--- config.mk ---
export PLATFORM = sky130hd
export DESIGN_NAME = vnu_square_sum
export DESIGN_NICKNAME = d
export VERILOG_FILES = /design/src/vnu_pkg.sv /design/src/vnu_square_sum.sv
export SDC_FILE = /design/constraint.sdc
export NUM_CORES = 2
export LEC_CHECK = 0
export ABC_AREA = 0
export BUFFER_PORTS_ARGS = -buffer_cell sky130_fd_sc_hd__buf_4
export CORE_MARGIN = 2
export CORE_UTILIZATION = 40
export CTS_CLUSTER_SIZE = 20
export DETAILED_ROUTE_END_ITERATION = 8
export GPL_TIMING_DRIVEN = 0
export HOLD_SLACK_MARGIN = 0.03
export MAX_ROUTING_LAYER = met4
export PLACE_DENSITY = 0.54
export SYNTH_ARGS = -nofsm -noshare
export SYNTH_HDL_FRONTEND = slang
export SYNTH_SLANG_ARGS = --single-unit
--- constraint.sdc ---
create_clock -name i_clk -period 7.3 [get_ports i_clk]
set_clock_uncertainty 0.2 [all_clocks]
set_input_delay 0.365 -clock i_clk [delete_from_list [all_inputs] [get_ports i_clk]]
set_output_delay 0.365 -clock i_clk [all_outputs]
set_load 0.1 [all_outputs]
--- src/vnu_pkg.sv ---
`timescale 1ns / 1ps
`default_nettype none
// ----------------------------------------------------------------------------
// vnu_pkg
// Shared widths and types of the vector normalisation pipeline.
// ----------------------------------------------------------------------------
package vnu_pkg;

    localparam int InW      = 24;  // Q8.16 component width
    localparam int UnitW    = 18;  // Q1.16 unit component width
    localparam int QuotW    = 17;  // unsigned unit magnitude width
    localparam int SumW     = 48;  // sum of squares width
    localparam int RadW     = 64;  // radicand width, sum scaled by 2^16
    localparam int RootW    = 32;  // square root width
    localparam int SqRemW   = 34;  // square root partial remainder width
    localparam int DivRemW  = 33;  // divider partial remainder width
    localparam int NumW     = 50;  // dividend width
    localparam int SqrtSteps = 32;
    localparam int DivSteps  = 17;

    // Signs and magnitudes that travel beside the arithmetic.
    typedef struct packed {
        logic [2:0]           neg;
        logic [2:0][InW-1:0]  mag;
    } t_side;

endpackage : vnu_pkg
`default_nettype wire

--- src/vnu_square_sum.sv ---
`timescale 1ns / 1ps
`default_nettype none
// ----------------------------------------------------------------------------
// vnu_square_sum
// Three stages: component magnitudes, squares, and the sum of squares.
// ----------------------------------------------------------------------------
module vnu_square_sum
    import vnu_pkg::*;
(
    input  wire logic                  i_clk,
    input  wire logic                  i_rst_n,
    input  wire logic                  i_en,
    input  wire logic                  i_valid,
    input  wire logic [2:0][InW-1:0]   i_comp,
    output logic                       o_valid,
    output t_side                      o_side,
    output logic [SumW-1:0]            o_sum
);

    logic                   r_va, r_vb, r_vc;
    t_side                  r_side_a, r_side_b, r_side_c;
    t_side                  n_side_a;
    logic [2:0][SumW-1:0]   r_sq;
    logic [SumW-1:0]        r_sum;

    // Magnitudes of the two's complement components.
    always_comb begin
        for (int i = 0; i < 3; i++) begin
            n_side_a.neg[i] = i_comp[i][InW-1];
            n_side_a.mag[i] = i_comp[i][InW-1] ? InW'(-i_comp[i]) : i_comp[i];
        end
    end

    // Valid bits of the three stages.
    always_ff @(posedge i_clk) begin
        if (!i_rst_n) begin
            r_va <= 1'b0;
            r_vb <= 1'b0;
            r_vc <= 1'b0;
        end else if (i_en) begin
            r_va <= i_valid;
            r_vb <= r_va;
            r_vc <= r_vb;
        end
    end

    // Data path of the three stages.
    always_ff @(posedge i_clk) begin
        if (i_en) begin
            r_side_a <= n_side_a;
            r_side_b <= r_side_a;
            r_side_c <= r_side_b;
            for (int i = 0; i < 3; i++) begin
                r_sq[i] <= r_side_a.mag[i] * r_side_a.mag[i];
            end
            r_sum <= r_sq[0] + r_sq[1] + r_sq[2];
        end
    end

    assign o_valid = r_vc;
    assign o_side  = r_side_c;
    assign o_sum   = r_sum;

endmodule : vnu_square_sum
`default_nettype wire

Word-level counts from Yosys, hierarchy flattened
Cells that the tools add are included.
{"block": "totals", "reg_bits": 420, "in_bits": 76, "out_inout_bits": 124, "word_cells": 33}
{"block": "classes", "addsub": 5, "mul": 3, "n_mux": 3}
{"operator": "$mul 24x24->48", "n": 3}
{"operator": "$add 48x48->48", "n": 2}
{"operator": "$neg 24->24", "n": 3}
{"operator": "$mux 23", "n": 3}

Longest topological paths before layout
{"block": "logic_depth", "ltp_word": 2, "depth_mapped": 28, "mapped_depth_nobuf": 26}

Least setup slack after synthesis
No wires, ideal clock.
{"block": "synth_path", "path_kind": "register -> register", "from": "register r_side_a[66] in the netlist's numbering", "to": "register r_sq[140] in the netlist's numbering, data pin", "setup_time_ps": 273, "arrival_time_ps": 6754, "required_ps": 6827, "path_slack_ps": 73, "stages_incl_launch_ff": 27, "n_path_buf": 3, "synth_period_minus_slack_ps": 7227, "path_cell_list": "edfxtp_1 clkbuf_1 clkbuf_1 nand2_1 fa_1 inv_1 fa_1 fa_1 inv_1 fa_1 inv_1 fa_1 fa_1 inv_1 fa_1 inv_1 ha_1 clkbuf_1 a21o_1 a21o_1 a21oi_1 nor2_1 a2111oi_0 a31oi_1 a31o_2 a2111oi_0 a211oi_1"}
{"block": "synth_between", "elab_chain_len": 1}
{"item": "from (decl)", "line": "vnu_square_sum.sv:21", "rtl": "t_side r_side_a, r_side_b, r_side_c;"}
{"item": "from (signal assigned)", "line": "vnu_square_sum.sv:50", "rtl": "r_side_a <= n_side_a;"}
{"item": "$mul 24x24->48", "line": "vnu_square_sum.sv:54", "rtl": "r_sq[i] <= r_side_a.mag[i] * r_side_a.mag[i];"}
{"item": "to (signal, indexed assignment)", "line": "vnu_square_sum.sv:54"}
{"item": "to (decl)", "line": "vnu_square_sum.sv:23", "rtl": "logic [2:0][SumW-1:0] r_sq;"}
Every way passes these cells.
A chain may end at the register's enable or synchronous reset.

Worst setup path in the final report
{"block": "layout_path", "from": "register r_side_a[30] in the netlist's numbering", "to": "register r_sq[93] in the netlist's numbering, data pin"}
The elaborated chain is that of the path after synthesis.

==> metrics.md <==
| Metric | Value |
|---|---|
| TritonCTS clock tree | `built` |
| Yosys warns | `0` |
| Initial antenna violation count | `11` |
| Fmax | `approximately 0.14 GHz` |
| Number of synthesized flops with an enable pin | `between 400 and 500` |
| Most frequent cells after synthesis | `1787 x inv_1, 1317 x fa_1, 574 x ha_1, 568 x nand2_1, 411 x edfxtp_1` |
| Largest fanout on the critical path | `5` |
| Data required time of the worst path | `around 7.6 ns` |
| Area leader, netlist | `fa_1` |
| Full die area | `roughly 170000 sq um` |
| Final Core Density | `48.17%` |
| Final net count | `9136` |
| Final WS setup | `-0.03158 ns` |
| Critical path class | `flop to flop` |
| Critical path launch point type | `flop` |
| Top FF cell, synth | `edfxtp_1` |
| CTS clk-pin slew, worst paths | `about 0.070 ns` |
| Vias in the first global route | `between 40000 and 50000` |
| Synth Instances | `roughly 6500` |
| Starting Density | `around two fifths` |
| TritonCTS Sinks | `414` |
| Core Footprint | `between 150000 and 200000 sq um` |
| Post-DR wirelength/cell | `~20 microns` |
| FILL cells | `15280` |
| I/O pins | `200` |
| Total CTS buffers | `50` |
| Post-synth top area share | `between 30% and 40%` |
| Number of I/O port buffers | `a little under 200` |
| Largest net degree at the start of global routing | `~120` |
| Max clock buf depth | `3` |
| Critical path data arrival time | `around 7.6 ns` |
| Final setup viols | `1` |
| DP Area | `about 70000 sq um` |
| Buf/Inv on CP | `9` |
| Relative slew slack | `around 40%` |
| Root Buffer | `clkbuf_16` |
| Asr flop ratio synth | `0%` |
| Compound-Gate Fraction of Synth Area | `6.007%` |
| Synthesized flop and latch total | `slightly above 400` |
| Final Cell Area | `roughly 79000 sq um` |
| Count leader, synth | `inv_1` |
| Row count | `approximately 150` |
| Fin. Hold Viols | `0` |
| Routability Congestion | `0.9240` |
| Netlist cell types | `between 70 and 80` |
| Violated checks | `negative setup slack` |
| Area growth, synth to finish | `19.94%` |
| Synth Area in XOR/XNOR | `approximately 3.5%` |
| Die width | `410.6 microns` |
| Synth Area in Adders | `50.74%` |
| Register Area | `roughly 12000 sq um` |
| Measured slew at the worst slew-check pin | `roughly 0.89 ns` |
| Avg Cell Area, Syn | `10.21 sq um` |
| Largest family of logic cells by synthesized area | `adder cells` |
| Total track usage | `23.43%` |
| Drt total wl | `approximately 190000 microns` |
| Post-layout minimum cycle time | `7.332 ns` |
| Crit. End Element | `flop` |
| Post-Synth Simple-Gate Area | `under 10%` |
| Status | `finished, violations left` |
| Seq/Total Area, Yosys | `about a fifth` |
| Dpl hpwl | `around 150000 microns` |
| Period utilisation layout | `100.4%` |
| Footprint of the multi-input gates | `approximately 48000 sq um` |
| Mux cell area share after synthesis | `less than 1%` |
| Skew-Pair Late Insertion Delay | `between 0.6 and 0.7 ns` |
| First-pass GRT wire length | `around 290000 microns` |
| Slowest cell on crit path | `fa_1` |
| CP most frequent cell | `fa_1` |
| RSZ-0062 raised after global routing | `true` |
| Final hold slack | `0.2093 ns` |
| Share of cells above drive strength 1 | `15.89%` |
| Setup_tns | `-0.03158 ns` |
| Slowest stage delay, CP | `between 0.5 and 0.6 ns` |
| Pre-antenna DRT Iters | `6` |
| DRC violations left | `0` |
| # H-tree levels | `2` |
| Crit path max-delay family | `adder cells` |
| Vias per cell | `approximately 5` |
| Initial DRC count | `around 2700` |
| Gr ovfl total | `0` |
| Slew Limit Fails | `0` |
| Die height | `between 400 and 500 microns` |
| Total number of vias | `around 47000` |
| Routed Antenna Nets | `0` |
| Hold Crit Class | `flop to flop` |
| Largest cells by area after synthesis | `fa_1 40%, edfxtp_1 19%, ha_1 11%` |
| Max Cap Viol | `0` |
| Post-synthesis instance area | `between 60000 and 70000 sq um` |
## worst paths after layout
kind / slack (ns) / cells after the start / end / start
worst max-delay path: -0.03 / 27 / r_sq[93] / r_side_a[30]
worst min-delay path: 0.21 / 0 / o_side[65] / r_side_b[65]
worst max register to register: -0.03 / 27 / r_sq[93] / r_side_a[30]
worst min register to register: 0.21 / 0 / o_side[65] / r_side_b[65]
## layout by cell type, fill, tap and decap left out, types with 33 or more instances in the layout
| master | count |
|---|---|
| nand2_2 | 48 |
| buf_6 | 48 |
| clkbuf_16 | 57 |
| buf_8 | 40 |
| a21o_1 | 111 |
| o21ai_0 | 81 |
| nand2_1 | 509 |
| nand3_1 | 34 |
| clkbuf_1 | 37 |
| buf_4 | 515 |
| edfxtp_1 | 411 |
| and2_1 | 327 |
| a21oi_1 | 161 |
| nor2_1 | 128 |
| fa_2 | 51 |
| inv_2 | 33 |
| xnor2_1 | 181 |
| clkbuf_8 | 44 |
| ha_1 | 522 |
| dlygate4sd3_1 | 113 |
| xor2_1 | 75 |
| nand4_1 | 35 |
| fa_1 | 1266 |
| ha_4 | 38 |
| inv_1 | 1749 |
## cell type report
| cell class | instances | area share [%] |
|---|---|---|
| clock inverter | 27 | 0.3597 |
| multi-input combinational | 4081 | 60.78 |
| buffer | 165 | 2.362 |
| inverter | 1787 | 8.479 |
| tap | 2189 | 3.454 |
| sequential | 414 | 15.64 |
| antenna | 5 | 0.01578 |
| timing repair buffer | 670 | 7.244 |
| clock buffer | 63 | 1.665 |
## cell families after synthesis
logic type / Yosys count
other cells: 1
simple gates: 1293
buf+inv: 1983
fa+ha+maj: 1891
xor+xnor: 265
mux: 11
flops: 414
compound gates: 618
## worst reg2reg max path, cell delays in order, from the launching register on
cell      delay, ns
edfxtp_1       0.52
buf_6          0.20
buf_12         0.14
nand2_2        0.09
inv_1          0.06
fa_2           0.36
fa_1           0.49
inv_1          0.06
fa_1           0.55
inv_2          0.04
fa_1           0.48
inv_2          0.04
fa_1           0.52
inv_2          0.05
fa_1           0.55
inv_2          0.05
fa_1           0.55
inv_2          0.06
ha_4           0.29
nand2_2        0.07
nor2_4         0.11
nand4_1        0.18
a211oi_4       0.36
or2_4          0.21
a21oi_4        0.05
o21a_1         0.21
o21a_2         0.26
o311ai_4       0.35
## layer usage
layer  wire length [microns]  vias up  global-route usage (%)
li1                        -    21070                       -
met1                   81640    23940                   31.46
met2                   90170     1237                   37.95
met3                   11450      281                   2.913
met4                    5399        0                   5.559
met5                       0        -                       -
## timing repair
| action | CTS | global route |
|---|---|---|
| cloned | 3 | 4 |
| buffers inserted | 232 | 116 |
| hold buffers | 113 | 0 |
| endpoints found under the hold margin | 164 | 0 |
| pin swaps | 87 | 199 |
| setup endpoints to repair | 91 | 54 |
| gates resized for setup | 578 | 417 |
## through the flow
stage	setup slack, ns	std cells
detailed placement	-1.985	8869
floorplan	0.07328	6478
global placement	-1.936	8866
global route	-0.2150	9397
CTS	-0.04729	9288
finish	-0.03158	9401
## flip-flops by register name, summed over array words and instances (netlist names)
| name | cells |
|---|---|
| o_side | 75 |
| o_sum | 48 |
| o_valid | 1 |
| r_side_a | 75 |
| r_side_b | 75 |
| r_sq | 138 |
| r_va | 1 |
| r_vb | 1 |
Power is not shown: default switching activity piles up to over one toggle a cycle in this logic, so the estimate is an artifact.
